<file path="src/hdl/sicxe_instruction_decoder_defines.svh">
// assertion macros shared by the sic/xe decoder rtl
`ifndef SICXE_INSTRUCTION_DECODER_DEFINES_SVH
`define SICXE_INSTRUCTION_DECODER_DEFINES_SVH

// same-cycle implication, checked out of reset
`define SXD_ASSERT_IMPLY(lbl, clk, rst_n, ante, cons, msg) \
    lbl: assert property (@(posedge clk) disable iff (!rst_n) (ante) |-> (cons)) \
        else $error(msg);

// next-cycle implication, checked out of reset
`define SXD_ASSERT_NEXT(lbl, clk, rst_n, ante, cons, msg) \
    lbl: assert property (@(posedge clk) disable iff (!rst_n) (ante) |=> (cons)) \
        else $error(msg);

`endif

</file>
<file path="src/hdl/sxd_pkg.sv">
// types, constants and opcode table of the sic/xe decoder
`timescale 1ns / 1ps
`default_nettype none

package sxd_pkg;

    localparam int ADDR_WIDTH_DEF = 20;
    localparam int PORT_ADDR_W    = 20;
    localparam int TABLE_SIZE     = 59;
    localparam int IDX_W          = 6;
    localparam int IN_TDATA_W     = 32;
    localparam int OUT_TDATA_W    = 96;

    localparam logic [7:0] OP_LDB  = 8'h68;
    localparam logic [7:0] OP_MASK = 8'hFC;

    localparam logic [2:0] FMT_1 = 3'd1;
    localparam logic [2:0] FMT_2 = 3'd2;
    localparam logic [2:0] FMT_3 = 3'd3;
    localparam logic [2:0] FMT_4 = 3'd4;

    localparam logic [1:0] MODE_SIMPLE = 2'd0;
    localparam logic [1:0] MODE_IMMED  = 2'd1;
    localparam logic [1:0] MODE_INDIR  = 2'd2;
    localparam logic [1:0] MODE_LEGACY = 2'd3;

    localparam logic [1:0] REL_DIRECT = 2'd0;
    localparam logic [1:0] REL_PC     = 2'd1;
    localparam logic [1:0] REL_BASE   = 2'd2;

    localparam logic [1:0] NI_SIC    = 2'b00;
    localparam logic [1:0] NI_IMMED  = 2'b01;
    localparam logic [1:0] NI_INDIR  = 2'b10;
    localparam logic [1:0] NI_SIMPLE = 2'b11;

    localparam logic [1:0] BP_PC   = 2'b01;
    localparam logic [1:0] BP_BASE = 2'b10;

    localparam logic [2:0] OP_FMT [TABLE_SIZE] = '{
        3'd3, 3'd3, 3'd2, 3'd3, 3'd2, 3'd3, 3'd3, 3'd2, 3'd3, 3'd3,
        3'd2, 3'd1, 3'd1, 3'd1, 3'd3, 3'd3, 3'd3, 3'd3, 3'd3, 3'd3,
        3'd3, 3'd3, 3'd3, 3'd3, 3'd3, 3'd3, 3'd3, 3'd3, 3'd3, 3'd3,
        3'd2, 3'd1, 3'd3, 3'd3, 3'd2, 3'd3, 3'd2, 3'd2, 3'd1, 3'd3,
        3'd3, 3'd3, 3'd3, 3'd3, 3'd3, 3'd3, 3'd3, 3'd3, 3'd3, 3'd3,
        3'd3, 3'd3, 3'd2, 3'd2, 3'd3, 3'd1, 3'd3, 3'd2, 3'd3
    };

    typedef struct packed {
        logic [7:0]             obj_byte;
        logic                   record_start;
        logic [PORT_ADDR_W-1:0] record_address;
    } t_in_item;

    typedef struct packed {
        logic [PORT_ADDR_W-1:0] instr_address;
        logic [7:0]             opcode_value;
        logic [IDX_W-1:0]       mnemonic_index;
        logic                   known_opcode;
        logic [2:0]             instr_format;
        logic [1:0]             operand_mode;
        logic                   indexed;
        logic [1:0]             relative_mode;
        logic [3:0]             reg_first;
        logic [3:0]             reg_second;
        logic [PORT_ADDR_W-1:0] field_value;
        logic [PORT_ADDR_W-1:0] target_address;
    } t_result;

    typedef struct packed {
        logic             known;
        logic [IDX_W-1:0] idx;
        logic [2:0]       fmt;
    } t_op_info;

    function automatic t_op_info op_lookup(input logic [7:0] b);
        t_op_info info;
        info.known = 1'b1;
        info.idx   = '0;
        case (b & OP_MASK)
            8'h18: info.idx = 6'd0;
            8'h58: info.idx = 6'd1;
            8'h90: info.idx = 6'd2;
            8'h40: info.idx = 6'd3;
            8'hB4: info.idx = 6'd4;
            8'h28: info.idx = 6'd5;
            8'h88: info.idx = 6'd6;
            8'hA0: info.idx = 6'd7;
            8'h24: info.idx = 6'd8;
            8'h64: info.idx = 6'd9;
            8'h9C: info.idx = 6'd10;
            8'hC4: info.idx = 6'd11;
            8'hC0: info.idx = 6'd12;
            8'hF4: info.idx = 6'd13;
            8'h3C: info.idx = 6'd14;
            8'h30: info.idx = 6'd15;
            8'h34: info.idx = 6'd16;
            8'h38: info.idx = 6'd17;
            8'h48: info.idx = 6'd18;
            8'h00: info.idx = 6'd19;
            8'h68: info.idx = 6'd20;
            8'h50: info.idx = 6'd21;
            8'h70: info.idx = 6'd22;
            8'h08: info.idx = 6'd23;
            8'h6C: info.idx = 6'd24;
            8'h74: info.idx = 6'd25;
            8'h04: info.idx = 6'd26;
            8'hD0: info.idx = 6'd27;
            8'h20: info.idx = 6'd28;
            8'h60: info.idx = 6'd29;
            8'h98: info.idx = 6'd30;
            8'hC8: info.idx = 6'd31;
            8'h44: info.idx = 6'd32;
            8'hD8: info.idx = 6'd33;
            8'hAC: info.idx = 6'd34;
            8'h4C: info.idx = 6'd35;
            8'hA4: info.idx = 6'd36;
            8'hA8: info.idx = 6'd37;
            8'hF0: info.idx = 6'd38;
            8'hEC: info.idx = 6'd39;
            8'h0C: info.idx = 6'd40;
            8'h78: info.idx = 6'd41;
            8'h54: info.idx = 6'd42;
            8'h80: info.idx = 6'd43;
            8'hD4: info.idx = 6'd44;
            8'h14: info.idx = 6'd45;
            8'h7C: info.idx = 6'd46;
            8'hE8: info.idx = 6'd47;
            8'h84: info.idx = 6'd48;
            8'h10: info.idx = 6'd49;
            8'h1C: info.idx = 6'd50;
            8'h5C: info.idx = 6'd51;
            8'h94: info.idx = 6'd52;
            8'hB0: info.idx = 6'd53;
            8'hE0: info.idx = 6'd54;
            8'hF8: info.idx = 6'd55;
            8'h2C: info.idx = 6'd56;
            8'hB8: info.idx = 6'd57;
            8'hDC: info.idx = 6'd58;
            default: info.known = 1'b0;
        endcase
        info.fmt = OP_FMT[info.idx];
        // formats 1 and 2 carry no ni bits
        if (info.known && info.fmt != FMT_3 && b[1:0] != 2'b00) begin
            info.known = 1'b0;
        end
        if (!info.known) begin
            info.idx = '0;
            info.fmt = FMT_1;
        end
        return info;
    endfunction

endpackage

`default_nettype wire

</file>
<file path="src/hdl/sicxe_instruction_decoder.sv">
// sic/xe object-code decoder: one byte word in, one decoded instruction word out
//
// s_axis takes one object-code byte per word; tuser flags the first byte of a
// text record, whose load address rides in tdata and reloads the program counter.
// a partly gathered instruction is dropped when a new record starts.
// m_axis gives one word per finished instruction, or one per unknown opcode byte
// (tuser low, format 1). bytes inside an instruction give no output word.
// path: an accepted byte passes the input register, then one decode pass, then
// the result register that drives m_axis. throughput: one byte per cycle while
// m_axis does not stall, set by the input and result registers. when m_axis
// stalls the result register holds and an empty input register still takes one
// byte; s_axis_tready then drops until the result is taken.
// reset clears the program counter, instruction start, byte count, base register
// and both valid flags; the block is ready on the first cycle after reset.
`timescale 1ns / 1ps
`default_nettype none
`include "sicxe_instruction_decoder_defines.svh"

module sicxe_instruction_decoder
    import sxd_pkg::*;
#(
    parameter int ADDR_WIDTH = ADDR_WIDTH_DEF
) (
    input  logic                   i_clk,
    input  logic                   i_rst_n,
    input  logic                   s_axis_tvalid,
    output logic                   s_axis_tready,
    // obj_byte [7:0], record_address [27:8], zero pad [31:28]
    input  logic [IN_TDATA_W-1:0]  s_axis_tdata,
    // record_start
    input  logic                   s_axis_tuser,
    output logic                   m_axis_tvalid,
    input  logic                   m_axis_tready,
    // instr_address [19:0], opcode_value [27:20], mnemonic_index [33:28],
    // instr_format [36:34], operand_mode [38:37], indexed [39],
    // relative_mode [41:40], reg_first [45:42], reg_second [49:46],
    // field_value [69:50], target_address [89:70], zero pad [95:90]
    output logic [OUT_TDATA_W-1:0] m_axis_tdata,
    // known_opcode
    output logic                   m_axis_tuser
);

    t_in_item in_item;
    t_in_item stage_item;
    logic     stage_valid;
    logic     out_space;
    logic     advance;
    logic     has_result;
    t_result  dec_result;
    t_result  out_result;

    assign in_item.obj_byte       = s_axis_tdata[7:0];
    assign in_item.record_start   = s_axis_tuser;
    assign in_item.record_address = s_axis_tdata[27:8];

    assign advance = stage_valid && out_space;

    sxd_in_stage u_in_stage (
        .i_clk     (i_clk),
        .i_rst_n   (i_rst_n),
        .i_valid   (s_axis_tvalid),
        .i_item    (in_item),
        .i_advance (advance),
        .o_ready   (s_axis_tready),
        .o_valid   (stage_valid),
        .o_item    (stage_item)
    );

    sxd_decode #(
        .ADDR_WIDTH (ADDR_WIDTH)
    ) u_decode (
        .i_clk        (i_clk),
        .i_rst_n      (i_rst_n),
        .i_advance    (advance),
        .i_item       (stage_item),
        .o_has_result (has_result),
        .o_result     (dec_result)
    );

    sxd_out_stage u_out_stage (
        .i_clk    (i_clk),
        .i_rst_n  (i_rst_n),
        .i_load   (advance && has_result),
        .i_result (dec_result),
        .i_tready (m_axis_tready),
        .o_valid  (m_axis_tvalid),
        .o_result (out_result),
        .o_space  (out_space)
    );

    assign m_axis_tuser = out_result.known_opcode;
    assign m_axis_tdata = {
        6'd0,
        out_result.target_address,
        out_result.field_value,
        out_result.reg_second,
        out_result.reg_first,
        out_result.relative_mode,
        out_result.indexed,
        out_result.operand_mode,
        out_result.instr_format,
        out_result.mnemonic_index,
        out_result.opcode_value,
        out_result.instr_address
    };

    // extended format is always a known, non-legacy, direct instruction
    `SXD_ASSERT_IMPLY(a_fmt4_direct, i_clk, i_rst_n,
        m_axis_tvalid && out_result.instr_format == FMT_4,
        out_result.known_opcode && out_result.operand_mode != MODE_LEGACY
            && out_result.relative_mode == REL_DIRECT,
        "format 4 result with bad flags")

    // unknown opcode gives a bare one-byte word
    `SXD_ASSERT_IMPLY(a_unknown_bare, i_clk, i_rst_n,
        m_axis_tvalid && !out_result.known_opcode,
        out_result.instr_format == FMT_1 && out_result.mnemonic_index == '0
            && out_result.field_value == '0 && out_result.target_address == '0,
        "unknown opcode word not cleared")

    // relative addressing only in format 3 with n or i set
    `SXD_ASSERT_IMPLY(a_rel_fmt3, i_clk, i_rst_n,
        m_axis_tvalid && out_result.relative_mode != REL_DIRECT,
        out_result.instr_format == FMT_3 && out_result.operand_mode != MODE_LEGACY,
        "relative mode outside format 3")

    // a byte parked in the input register is not lost while the output stalls
    `SXD_ASSERT_NEXT(a_stage_holds, i_clk, i_rst_n,
        stage_valid && m_axis_tvalid && !m_axis_tready,
        stage_valid,
        "input stage dropped a byte during stall")

endmodule

`default_nettype wire

</file>
<file path="src/hdl/sxd_in_stage.sv">
// input register stage of the sic/xe decoder
`timescale 1ns / 1ps
`default_nettype none

module sxd_in_stage
    import sxd_pkg::*;
(
    input  logic     i_clk,
    input  logic     i_rst_n,
    input  logic     i_valid,
    input  t_in_item i_item,
    input  logic     i_advance,
    output logic     o_ready,
    output logic     o_valid,
    output t_in_item o_item
);

    logic     r_valid;
    t_in_item r_item;

    assign o_ready = !r_valid || i_advance;
    assign o_valid = r_valid;
    assign o_item  = r_item;

    always_ff @(posedge i_clk) begin
        if (!i_rst_n) begin
            r_valid <= 1'b0;
        end else if (o_ready) begin
            r_valid <= i_valid;
        end
    end

    always_ff @(posedge i_clk) begin
        if (o_ready && i_valid) begin
            r_item <= i_item;
        end
    end

endmodule

`default_nettype wire

</file>
<file path="src/hdl/sxd_decode.sv">
// byte gathering state and single-pass decode of sic/xe instructions
`timescale 1ns / 1ps
`default_nettype none

module sxd_decode
    import sxd_pkg::*;
#(
    parameter int ADDR_WIDTH = ADDR_WIDTH_DEF
) (
    input  logic     i_clk,
    input  logic     i_rst_n,
    input  logic     i_advance,
    input  t_in_item i_item,
    output logic     o_has_result,
    output t_result  o_result
);

    logic [ADDR_WIDTH-1:0] r_pc;
    logic [ADDR_WIDTH-1:0] r_istart;
    logic [ADDR_WIDTH-1:0] r_base;
    logic [2:0]            r_count;
    logic [7:0]            r_bytes [0:3];

    logic [ADDR_WIDTH-1:0] pc_cur;
    logic [ADDR_WIDTH-1:0] n_pc;
    logic [ADDR_WIDTH-1:0] n_istart;
    logic [ADDR_WIDTH-1:0] n_base;
    logic [2:0]            cnt_cur;
    logic [2:0]            cnt_new;
    logic [2:0]            n_count;
    logic [7:0]            g_bytes [0:3];
    t_op_info              info;
    logic [1:0]            ni;
    logic [2:0]            need;
    logic [19:0]           field;
    logic [ADDR_WIDTH-1:0] disp_sx;
    logic [ADDR_WIDTH-1:0] target;
    logic [1:0]            rel;
    logic [1:0]            mode;
    logic                  load_base;

    always_comb begin
        pc_cur   = i_item.record_start ? ADDR_WIDTH'(i_item.record_address) : r_pc;
        cnt_cur  = i_item.record_start ? 3'd0 : r_count;
        n_istart = (cnt_cur == 3'd0) ? pc_cur : r_istart;
        n_pc     = pc_cur + ADDR_WIDTH'(1);
        cnt_new  = cnt_cur + 3'd1;
        for (int k = 0; k < 4; k++) begin
            g_bytes[k] = (cnt_cur[1:0] == 2'(k)) ? i_item.obj_byte : r_bytes[k];
        end
    end

    always_comb begin
        info = op_lookup(g_bytes[0]);
        ni   = g_bytes[0][1:0];
        need = info.fmt;
        // e bit only seen once the second byte is in
        if (info.fmt == FMT_3 && ni != NI_SIC && cnt_new >= 3'd2 && g_bytes[1][4]) begin
            need = FMT_4;
        end
        o_has_result = !info.known || (cnt_new >= need);
    end

    always_comb begin
        disp_sx = {{(ADDR_WIDTH-12){g_bytes[1][3]}}, g_bytes[1][3:0], g_bytes[2]};
        rel     = REL_DIRECT;
        if (ni == NI_SIC) begin
            field  = {5'd0, g_bytes[1][6:0], g_bytes[2]};
            target = ADDR_WIDTH'(field);
        end else if (need == FMT_4) begin
            field  = {g_bytes[1][3:0], g_bytes[2], g_bytes[3]};
            target = ADDR_WIDTH'(field);
        end else begin
            field = {8'd0, g_bytes[1][3:0], g_bytes[2]};
            case (g_bytes[1][6:5])
                BP_PC: begin
                    target = n_pc + disp_sx;
                    rel    = REL_PC;
                end
                BP_BASE: begin
                    target = r_base + ADDR_WIDTH'(field);
                    rel    = REL_BASE;
                end
                default: begin
                    target = ADDR_WIDTH'(field);
                end
            endcase
        end
        case (ni)
            NI_SIMPLE: mode = MODE_SIMPLE;
            NI_IMMED:  mode = MODE_IMMED;
            NI_INDIR:  mode = MODE_INDIR;
            default:   mode = MODE_LEGACY;
        endcase
    end

    always_comb begin
        o_result                = '0;
        o_result.instr_address  = PORT_ADDR_W'(n_istart);
        o_result.opcode_value   = g_bytes[0];
        o_result.instr_format   = FMT_1;
        o_result.known_opcode   = info.known;
        o_result.mnemonic_index = info.idx;
        load_base               = 1'b0;
        if (info.known) begin
            o_result.instr_format = need;
            if (need == FMT_2) begin
                o_result.reg_first  = g_bytes[1][7:4];
                o_result.reg_second = g_bytes[1][3:0];
            end else if (need == FMT_3 || need == FMT_4) begin
                o_result.opcode_value   = g_bytes[0] & OP_MASK;
                o_result.operand_mode   = mode;
                o_result.indexed        = g_bytes[1][7];
                o_result.relative_mode  = rel;
                o_result.field_value    = field;
                o_result.target_address = PORT_ADDR_W'(target);
                load_base               = ((g_bytes[0] & OP_MASK) == OP_LDB);
            end
        end
        n_count = o_has_result ? 3'd0 : cnt_new;
        n_base  = (o_has_result && load_base) ? target : r_base;
    end

    always_ff @(posedge i_clk) begin
        if (!i_rst_n) begin
            r_pc     <= '0;
            r_istart <= '0;
            r_base   <= '0;
            r_count  <= '0;
        end else if (i_advance) begin
            r_pc     <= n_pc;
            r_istart <= n_istart;
            r_base   <= n_base;
            r_count  <= n_count;
        end
    end

    always_ff @(posedge i_clk) begin
        if (i_advance) begin
            r_bytes[cnt_cur[1:0]] <= i_item.obj_byte;
        end
    end

endmodule

`default_nettype wire

</file>
<file path="src/hdl/sxd_out_stage.sv">
// result register of the sic/xe decoder
`timescale 1ns / 1ps
`default_nettype none

module sxd_out_stage
    import sxd_pkg::*;
(
    input  logic    i_clk,
    input  logic    i_rst_n,
    input  logic    i_load,
    input  t_result i_result,
    input  logic    i_tready,
    output logic    o_valid,
    output t_result o_result,
    output logic    o_space
);

    logic    r_valid;
    t_result r_result;

    assign o_space  = !r_valid || i_tready;
    assign o_valid  = r_valid;
    assign o_result = r_result;

    always_ff @(posedge i_clk) begin
        if (!i_rst_n) begin
            r_valid <= 1'b0;
        end else if (i_load) begin
            r_valid <= 1'b1;
        end else if (i_tready) begin
            r_valid <= 1'b0;
        end
    end

    always_ff @(posedge i_clk) begin
        if (i_load) begin
            r_result <= i_result;
        end
    end

endmodule

`default_nettype wire
</file>
<file path="config.mk">
export PLATFORM = sky130hd
export DESIGN_NAME = sicxe_instruction_decoder
export DESIGN_NICKNAME = d
export VERILOG_FILES = /design/src/hdl/sxd_pkg.sv /design/src/hdl/sicxe_instruction_decoder.sv /design/src/hdl/sxd_in_stage.sv /design/src/hdl/sxd_decode.sv /design/src/hdl/sxd_out_stage.sv
export VERILOG_INCLUDE_DIRS = /design/src /design/src/hdl
export SDC_FILE = /design/constraint.sdc
export NUM_CORES = 1
export LEC_CHECK = 0
export BUFFER_PORTS_ARGS = -buffer_cell sky130_fd_sc_hd__buf_2
export CORE_MARGIN = 1
export CORE_UTILIZATION = 45
export DETAILED_ROUTE_END_ITERATION = 7
export PLACE_DENSITY = 0.72
export REMOVE_ABC_BUFFERS = 1
export SYNTH_ARGS = -nofsm -noshare
export SYNTH_HDL_FRONTEND = slang
export SYNTH_SLANG_ARGS = --single-unit
export TNS_END_PERCENT = 1
</file>
<file path="constraint.sdc">
create_clock -name i_clk -period 30 [get_ports i_clk]
set_input_delay 4.5 -clock i_clk [delete_from_list [all_inputs] [get_ports i_clk]]
set_output_delay 4.5 -clock i_clk [all_outputs]
set_load 0.05 [all_outputs]
</file>
==> results.sh, run 1 <==
export IMPL_run_status="completed"
export IMPL_floorplan_die_height_um=167.6
export IMPL_slew_headroom_pct=17.76
export IMPL_pin_count_of_the_biggest_net_entering_global_routing=61
export IMPL_cp_arrival_ns=5.04
export IMPL_power_per_cell_area_nw_per_um2=64.15
export IMPL_hold_path_class="reg -> reg"
export IMPL_layout_drive_gt1_share_pct=16.86
export IMPL_post_layout_total_power_w=0.0008965
export IMPL_period_needed_ns=9.544
export IMPL_hp_start="u_decode.r_istart[13]$_SDFFE_PN0P_"
export IMPL_post_route_drc_count=0
export IMPL_flow_area_growth_from_synthesis_pct=13.29
export IMPL_critical_path_reg2reg_startpoint="u_in_stage.o_item[20]$_DFFE_PP_"
export IMPL_switching_share_pct=34.37
export IMPL_worstPathCellList="buf_2, nor2b_1, nand2_1, buf_2"
export IMPL_clock_tree_from_tritoncts="yes"
export IMPL_cts_repair_resized=0
export IMPL_critical_path_slowest_cell="sky130_fd_sc_hd__buf_2"
export IMPL_cts_sinks=217
export IMPL_antenna_found_initial=0
export IMPL_antenna_violating_nets_post_route=0
export IMPL_dp_hpwl_mm=23.23
export IMPL_fillers=2422
export IMPL_place_port_buffers=125
export IMPL_pwr_share_seq_pct=40.8
export IMPL_floorplan_die_width_um=167.6
export IMPL_clock_latency_ns=0.53
export IMPL_cp_data_required_time_ns=25.50
export IMPL_multi_input_comb_area_um2=6005
export IMPL_clock_tree_buffer_depth=3
export IMPL_synth_seq_cells=217
export IMPL_cts_htree_levels=1
export IMPL_worst_r2r_cell_count=31
export IMPL_critical_path_reg2reg_endpoint="u_decode.r_base[0]$_SDFFE_PN0P_"
export IMPL_combinationalPowerShare_pct=26.2
export IMPL_fmax_mhz=104.8
export IMPL_synth_edf_count=152
export IMPL_final_max_slew_violation_count=0
export IMPL_share_of_the_synthesized_area_in_the_top_cell_type_pct=37.00
export IMPL_dieArea_um2=28080
export IMPL_floorplan_rows=60
export IMPL_grt_pass1_wl_mm=52.00
export IMPL_critical_path_n_buffers_inverters=2
export IMPL_grt_overflow=0
export IMPL_path_depth=4
export IMPL_io_pins=136
export IMPL_critPathMaxStageDelay_ns=0.23
export IMPL_synth_async_sr_flop_share_pct=0
export IMPL_family_with_the_most_delay_on_the_worst_path="buffers and inverters"
export IMPL_first_iter_violations=1020
export IMPL_yosys_warnings=0
export IMPL_synthDominantAreaCellType="sky130_fd_sc_hd__edfxtp_1"
export IMPL_place_gp_congestion=0.9338
export IMPL_finalCritPeriodShare_pct=31.81
export IMPL_finalNetCount=1436
export IMPL_gate_count_of_the_mapped_netlist=1255
export IMPL_clkSlewWorstSetupHoldPaths_ns=0.06
export IMPL_timing_clock_skew_ns=0.01597
export IMPL_post_drt_via_cell_ratio=5.929
export IMPL_synth_cell_types=95
export IMPL_max_cap_viol_count=0
export IMPL_totalWireLength_mm=33.75
export IMPL_clock_power_share_pct=33.0
export IMPL_initial_utilization_pct=45.78
export IMPL_vdd_ir_drop_worst_v=0.00004036
export IMPL_regToRegSetupSlack_ns=21.94
export IMPL_hold_path_cell_count=2
export IMPL_final_hold_violation_count=0
export IMPL_worst_pin_slew_ns=1.231
export IMPL_syn_avg_cell_area_um2=9.830
export IMPL_final_setup_viol_count=0
export IMPL_worst_setup_path_start_kind="input pin"
export IMPL_drtPass1Iterations=5
export IMPL_ctsHoldBuffers=0
export IMPL_antennaDiodeCount=0
export IMPL_critPathCaptureType="output port"
export IMPL_num_vias=10140
export IMPL_grt_pass1_vias=9307
export IMPL_cpMostUsedCell="sky130_fd_sc_hd__buf_2"
export IMPL_syn_cell_area_um2=12340
export IMPL_total_area_of_sequential_cells_um2=5866
export IMPL_netlist_top_cells_area="sky130_fd_sc_hd__edfxtp_1 (37%), sky130_fd_sc_hd__dfxtp_1 (11%), sky130_fd_sc_hd__nand2_1 (5.6%)"
export IMPL_post_cts_setup_buffer_count=0
export IMPL_global_route_usage_total_pct=23.38
export IMPL_criticalPathCategory="in -> out"
export IMPL_synthFlopType="sky130_fd_sc_hd__edfxtp_1"
export IMPL_cts_root_buffer_cell="sky130_fd_sc_hd__clkbuf_16"
export IMPL_grt_setup_unrepaired="no"
export IMPL_avgRoutedWirePerCell_um=19.72
export IMPL_totalNegativeSetupSlack_ns=0
export IMPL_worst_path_max_fanout=2
export IMPL_tritoncts_buffer_count=24
export IMPL_hold_slack_ns=0.4528
export IMPL_holdPathEnd="u_decode.r_istart[13]$_SDFFE_PN0P_"
export IMPL_core_um2=26950
export IMPL_switchingPower_w=0.0003082
export IMPL_p_int_w=0.0005883
export IMPL_seq_area_frac_synth_pct=47.55
export IMPL_power_static_leakage_nw=5.260
==> cell usage after synthesis (4+ instances only) <==
library cell               number
sky130_fd_sc_hd__a211o_1        4
sky130_fd_sc_hd__a211oi_1      15
sky130_fd_sc_hd__a21o_1         9
sky130_fd_sc_hd__a21oi_1       96
sky130_fd_sc_hd__a221oi_1       7
sky130_fd_sc_hd__a22oi_1       13
sky130_fd_sc_hd__a31oi_1       15
sky130_fd_sc_hd__and2_1        10
sky130_fd_sc_hd__and3_1        10
sky130_fd_sc_hd__buf_1          6
sky130_fd_sc_hd__buf_2         11
sky130_fd_sc_hd__buf_4         11
sky130_fd_sc_hd__buf_6          4
sky130_fd_sc_hd__clkbuf_1      42
sky130_fd_sc_hd__dfxtp_1       65
sky130_fd_sc_hd__edfxtp_1     152
sky130_fd_sc_hd__ha_1          45
sky130_fd_sc_hd__inv_1         37
sky130_fd_sc_hd__mux2_2        13
sky130_fd_sc_hd__mux2i_1       40
sky130_fd_sc_hd__nand2_1      185
sky130_fd_sc_hd__nand2b_1      10
sky130_fd_sc_hd__nand3_1       26
sky130_fd_sc_hd__nand3b_1       8
sky130_fd_sc_hd__nand4_1       11
sky130_fd_sc_hd__nor2_1        98
sky130_fd_sc_hd__nor2b_1        8
sky130_fd_sc_hd__nor3_1        21
sky130_fd_sc_hd__nor3b_1        8
sky130_fd_sc_hd__nor4_1         6
sky130_fd_sc_hd__o211ai_1       7
sky130_fd_sc_hd__o21a_1         7
sky130_fd_sc_hd__o21ai_0       60
sky130_fd_sc_hd__o21bai_1       4
sky130_fd_sc_hd__o221ai_1       5
sky130_fd_sc_hd__o221ai_2       4
sky130_fd_sc_hd__o22ai_1       25
sky130_fd_sc_hd__o31ai_1        5
sky130_fd_sc_hd__or3_1          9
sky130_fd_sc_hd__or3b_1         7
sky130_fd_sc_hd__xnor2_1       32
sky130_fd_sc_hd__xor2_1        18
==> power groups by stage <==
stage,Clock (W),Combinational [W],Sequential [W]
2_1_floorplan,0,0.000108,0.000437
3_3_place_gp,0,0.000230,0.000372
3_5_place_dp,0,0.000233,0.000372
4_1_cts,0.000301,0.000234,0.000366
5_1_grt,0.000313,0.000251,0.000369
6_report,0.000295,0.000235,0.000366
==> metrics by stage <==
stage               util (%)  std cells  area, µm²  worst slack, ns
CTS                    51.86       1711      13980            20.45
global route           51.86       1711      13980            20.42
floorplan                  -       1186      11990            18.53
detailed placement     48.95       1667      13190            20.46
finish                 51.86       1711      13980            20.46
global placement       48.95       1667      13190            20.46
==> metal layers <==
layer / GRT usage (%) / vias to the layer above / wire [µm]
li1: - / 4818 / -
met1: 33.97 / 4835 / 15760
met2: 35.18 / 415 / 14490
met3: 3.143 / 76 / 2312
met4: 9.174 / 0 / 1184
met5: 0 / - / 0
==> worst max path at each step <==
stage                                                 end                             from  slack (ns)
floorplan           u_out_stage.o_result[0]$_SDFFCE_PP0P_  u_in_stage.o_item[20]$_DFFE_PP_       18.53
global placement                            s_axis_tready                    m_axis_tready       20.46
detailed placement                          s_axis_tready                    m_axis_tready       20.46
CTS                                         s_axis_tready                    m_axis_tready       20.45
global route                                s_axis_tready                    m_axis_tready       20.42
finish                                      s_axis_tready                    m_axis_tready       20.46
==> worst register-to-register path, delay by kind of cell, from the launching register on <==
kind            cells  cell delay, ns
buf+inv             8            1.95
compound gates     11            2.65
flops               1            0.32
mux                 1            0.14
simple gates        8            1.80
fa+ha+maj           3            1.05
==> cells by family after synthesis <==
kind of cell               count (synthesis)  share of synthesized area, %
muxes                                     54                         4.615
adders and majority gates                 47                         4.888
AOI/OAI and AO/OA                        330                         17.97
buffers and inverters                    115                         4.209
DFF                                      217                         47.55
other                                      1                       0.03040
xor gates and xnor gates                  51                         3.732
and+or+nand+nor                          440                         17.01
==> sequential cells by signal, indices dropped and copies added, names as in the netlist <==
| name | flops |
|---|---|
| u_decode.r_base | 20 |
| u_decode.r_bytes | 32 |
| u_decode.r_count | 3 |
| u_decode.r_istart | 20 |
| u_decode.r_pc | 20 |
| u_in_stage.o_item | 29 |
| u_in_stage.o_valid | 1 |
| u_out_stage.o_result | 91 |
| u_out_stage.o_valid | 1 |
==> cell usage in the layout (no fill, tap or decap), types with 10 or more instances in the layout <==
| master | n |
|---|---|
| sky130_fd_sc_hd__nor2_1 | 98 |
| sky130_fd_sc_hd__edfxtp_1 | 152 |
| sky130_fd_sc_hd__xnor2_1 | 32 |
| sky130_fd_sc_hd__nand2b_1 | 10 |
| sky130_fd_sc_hd__nand3_1 | 26 |
| sky130_fd_sc_hd__clkbuf_16 | 25 |
| sky130_fd_sc_hd__nand2_1 | 185 |
| sky130_fd_sc_hd__o22ai_1 | 25 |
| sky130_fd_sc_hd__inv_1 | 37 |
| sky130_fd_sc_hd__and3_1 | 10 |
| sky130_fd_sc_hd__dfxtp_1 | 65 |
| sky130_fd_sc_hd__o21ai_0 | 60 |
| sky130_fd_sc_hd__a211oi_1 | 15 |
| sky130_fd_sc_hd__buf_4 | 15 |
| sky130_fd_sc_hd__a31oi_1 | 15 |
| sky130_fd_sc_hd__and2_1 | 10 |
| sky130_fd_sc_hd__ha_1 | 45 |
| sky130_fd_sc_hd__mux2i_1 | 40 |
| sky130_fd_sc_hd__mux2_2 | 13 |
| sky130_fd_sc_hd__a21oi_1 | 94 |
| sky130_fd_sc_hd__buf_2 | 125 |
| sky130_fd_sc_hd__xor2_1 | 18 |
| sky130_fd_sc_hd__a22oi_1 | 13 |
| sky130_fd_sc_hd__nor3_1 | 20 |
| sky130_fd_sc_hd__nand4_1 | 11 |
==> final cells by class <==
type / instances / area share, %
repair buffers: 140 / 5.282
inverters: 41 / 1.119
flip-flops and latches: 217 / 41.97
clock buffers: 32 / 4.736
multi-input cells: 928 / 42.96
clock inverters: 12 / 0.8774
well taps: 341 / 3.053
(Power assumes the default switching activity.)
==> inputs of run 2 (changes only) <==
--- a/config.mk
+++ b/config.mk
@@ -6,6 +6,7 @@
 export SDC_FILE = /design/constraint.sdc
 export NUM_CORES = 1
 export LEC_CHECK = 0
+export ABC_AREA = 1
 export BUFFER_PORTS_ARGS = -buffer_cell sky130_fd_sc_hd__buf_2
 export CORE_MARGIN = 1
 export CORE_UTILIZATION = 45
==> constraint.sdc (replaced) <==
create_clock -name i_clk -period 9.8 [get_ports i_clk]
set_input_delay 1.47 -clock i_clk [delete_from_list [all_inputs] [get_ports i_clk]]
set_output_delay 1.47 -clock i_clk [all_outputs]
set_load 0.05 [all_outputs]
==> run 2 against run 1 <==
Against the previous run:
- synthesized area up 0.94%
- routed wire length down 2.3%
- combinational power rose to 2.9 times the previous value
- sequential power rose to 3.0 times the previous value
- clock skew down 0.0029 ns
- critical endpoint is now u_out_stage.o_result[60]$_SDFFCE_PP0P_
- largest power group unchanged
==> results.sh, run 2 <==
export IMPL_run_status="completed"
export IMPL_critPathCaptureType="register"
export IMPL_totalNegativeSetupSlack_ns=0
export IMPL_worst_r2r_cell_count=31
export IMPL_hold_path_class="reg -> reg"
export IMPL_power_static_leakage_nw=6.718
export IMPL_final_hold_violation_count=0
export IMPL_critPathMaxStageDelay_ns=0.91
export IMPL_layout_cells_most_common="sky130_fd_sc_hd__nand2_1"
export IMPL_cpMostUsedCell="sky130_fd_sc_hd__nand2_1"
export IMPL_totalWireLength_mm=32.98
export IMPL_final_setup_viol_count=0
export IMPL_cp_data_required_time_ns=10.04
export IMPL_flow_area_growth_from_synthesis_pct=12.99
export IMPL_combinationalPowerShare_pct=25.1
export IMPL_period_needed_ns=8.274
export IMPL_grt_setup_unrepaired="no"
export IMPL_antenna_found_initial=0
export IMPL_cts_repair_resized=0
export IMPL_switching_share_pct=33.47
export IMPL_place_gp_congestion=0.9424
export IMPL_yosysMostFrequentCell="sky130_fd_sc_hd__nand2_1"
export IMPL_cts_root_buffer_cell="sky130_fd_sc_hd__clkbuf_16"
export IMPL_floorplan_rows=60
export IMPL_largest_reg_flops=91
export IMPL_cts_sinks=217
export IMPL_post_route_drc_count=0
export IMPL_ctsHoldBuffers=0
export IMPL_netlist_top_cells_area="sky130_fd_sc_hd__edfxtp_1 (37%), sky130_fd_sc_hd__dfxtp_1 (10%), sky130_fd_sc_hd__nand2_1 (10%)"
export IMPL_finalNetCount=1749
export IMPL_synthDominantAreaCellType="sky130_fd_sc_hd__edfxtp_1"
export IMPL_finalCritPeriodShare_pct=84.43
export IMPL_clock_tree_buffer_depth=3
export IMPL_synth_async_sr_flop_share_pct=0
export IMPL_yosys_warnings=0
export IMPL_post_cts_setup_buffer_count=0
export IMPL_fillers=2586
export IMPL_clock_power_share_pct=33.3
export IMPL_synthFlopType="sky130_fd_sc_hd__edfxtp_1"
export IMPL_share_of_the_synthesized_area_in_the_top_cell_type_pct=36.65
export IMPL_clkSlewWorstSetupHoldPaths_ns=0.06
export IMPL_power_per_cell_area_nw_per_um2=189.6
export IMPL_global_route_usage_total_pct=23.10
export IMPL_layout_setup_ws_ns=1.526
export IMPL_grt_pass1_wl_mm=51.85
export IMPL_pre_cts_slack_ns=1.557
export IMPL_fmax_mhz=120.9
export IMPL_antenna_violating_nets_post_route=0
export IMPL_criticalPathCategory="reg -> reg"
export IMPL_post_drt_via_cell_ratio=5.322
export IMPL_antennaDiodeCount=0
export IMPL_final_max_slew_violation_count=0
export IMPL_synth_seq_cells=217
export IMPL_critical_path_slowest_cell="sky130_fd_sc_hd__edfxtp_1"
export IMPL_synth_cell_types=53
export IMPL_floorplan_die_height_um=168.4
export IMPL_timing_clock_skew_ns=0.01309
export IMPL_tritoncts_buffer_count=24
export IMPL_layout_drive_gt1_share_pct=14.44
export IMPL_cp_arrival_ns=8.51
export IMPL_num_vias=10770
export IMPL_dieArea_um2=28340
export IMPL_pin_count_of_the_biggest_net_entering_global_routing=60
export IMPL_first_iter_violations=985
export IMPL_clock_latency_ns=0.53
export IMPL_dp_hpwl_mm=23.97
export IMPL_place_port_buffers=125
export IMPL_clock_tree_from_tritoncts="yes"
export IMPL_p_int_w=0.001775
export IMPL_slew_headroom_pct=16.62
export IMPL_switchingPower_w=0.0008929
export IMPL_avgRoutedWirePerCell_um=16.29
export IMPL_seq_area_frac_synth_pct=47.10
export IMPL_syn_avg_cell_area_um2=7.998
export IMPL_initial_utilization_pct=46.08
export IMPL_hold_path_cell_count=2
export IMPL_pwr_share_seq_pct=41.5
export IMPL_worst_pin_slew_ns=1.249
export IMPL_most_frequent_cells_in_the_layout="sky130_fd_sc_hd__nand2_1 (339), sky130_fd_sc_hd__nor2_1 (204), sky130_fd_sc_hd__inv_1 (172), sky130_fd_sc_hd__edfxtp_1 (152), sky130_fd_sc_hd__o21ai_0 (131)"
export IMPL_core_um2=27030
export IMPL_final_util_pct=52.06
export IMPL_worst_path_max_fanout=59
export IMPL_syn_cell_area_um2=12450
export IMPL_grt_overflow=0
export IMPL_floorplan_die_width_um=168.4
export IMPL_gate_count_of_the_mapped_netlist=1557
export IMPL_regToRegSetupSlack_ns=1.53
export IMPL_synth_edf_count=152
export IMPL_max_cap_viol_count=0
export IMPL_io_pins=136
export IMPL_synth_common_cells="sky130_fd_sc_hd__nand2_1 (339), sky130_fd_sc_hd__nor2_1 (204), sky130_fd_sc_hd__inv_1 (173)"
export IMPL_grt_pass1_vias=9798
export IMPL_cts_htree_levels=1
export IMPL_worst_setup_path_start_kind="register"
export IMPL_vdd_ir_drop_worst_v=0.0001073
export IMPL_drtPass1Iterations=6
==> run 2: area by class of cell <==
class	count	area (µm²)	area share [%]
multi-input combinational	1106	5613	39.89
tap	341	426.7	3.032
clock inverter	9	90.09	0.6402
timing repair buffer	134	705.7	5.015
inverter	182	686.9	4.882
sequential	217	5866	41.69
clock buffer	35	683.2	4.855
==> run 2: kinds of logic after synthesis <==
family          synth area share [%]
fa+ha+maj                      4.843
flops                          47.10
xor+xnor                       1.547
other cells                  0.03011
compound gates                 13.30
buf+inv                        8.008
mux                           0.1608
simple gates                   25.01
==> run 2: path summary, 6_finish.rpt <==
path                                    startpoint                                      to
setup reg to reg   u_in_stage.o_item[20]$_DFFE_PP_  u_out_stage.o_result[60]$_SDFFCE_PP0P_
hold reg to reg   u_decode.r_count[1]$_SDFFE_PN0P_        u_decode.r_count[1]$_SDFFE_PN0P_
setup / recovery   u_in_stage.o_item[20]$_DFFE_PP_  u_out_stage.o_result[60]$_SDFFCE_PP0P_
hold / removal    u_decode.r_count[1]$_SDFFE_PN0P_        u_decode.r_count[1]$_SDFFE_PN0P_
==> run 2: through the flow <==
step | hold WS, ns | total power [W] | area (µm²) | instances
floorplan | 0.4454 | 0.001625 | 12160 | 1505
global placement | 0.4540 | 0.001784 | 13300 | 1980
detailed placement | 0.4582 | 0.001793 | 13300 | 1980
CTS | 0.4672 | 0.002682 | 14070 | 2024
global route | 0.4904 | 0.002788 | 14070 | 2024
finish | 0.4649 | 0.002668 | 14070 | 2024
==> run 2: worst max-delay path: cells and delay by family (launching register included) <==
family,cells,cell delay (ns)
AO/OA/AOI/OAI,3,0.59
adder cells (fa/ha/maj),3,1.20
buffers and inverters,7,2.05
flip-flops,1,0.91
AND/OR/NAND/NOR,18,3.17
==> run 2: power groups by stage <==
stage / combinational [W] / clock, W / sequential, W
finish: 0.000670 / 0.000890 / 0.00111
global route: 0.000734 / 0.000941 / 0.00111
CTS: 0.000670 / 0.000904 / 0.00111
detailed placement: 0.000667 / 0 / 0.00113
global placement: 0.000658 / 0 / 0.00113
floorplan: 0.000344 / 0 / 0.00128
==> run 2: per-layer routing <==
layer | share of wire [%] | global-route usage, %
met1 | 47 | 32.74
met2 | 43 | 35.52
met3 | 7.5 | 4.372
met4 | 2.7 | 7.391
met5 | 0 | 0
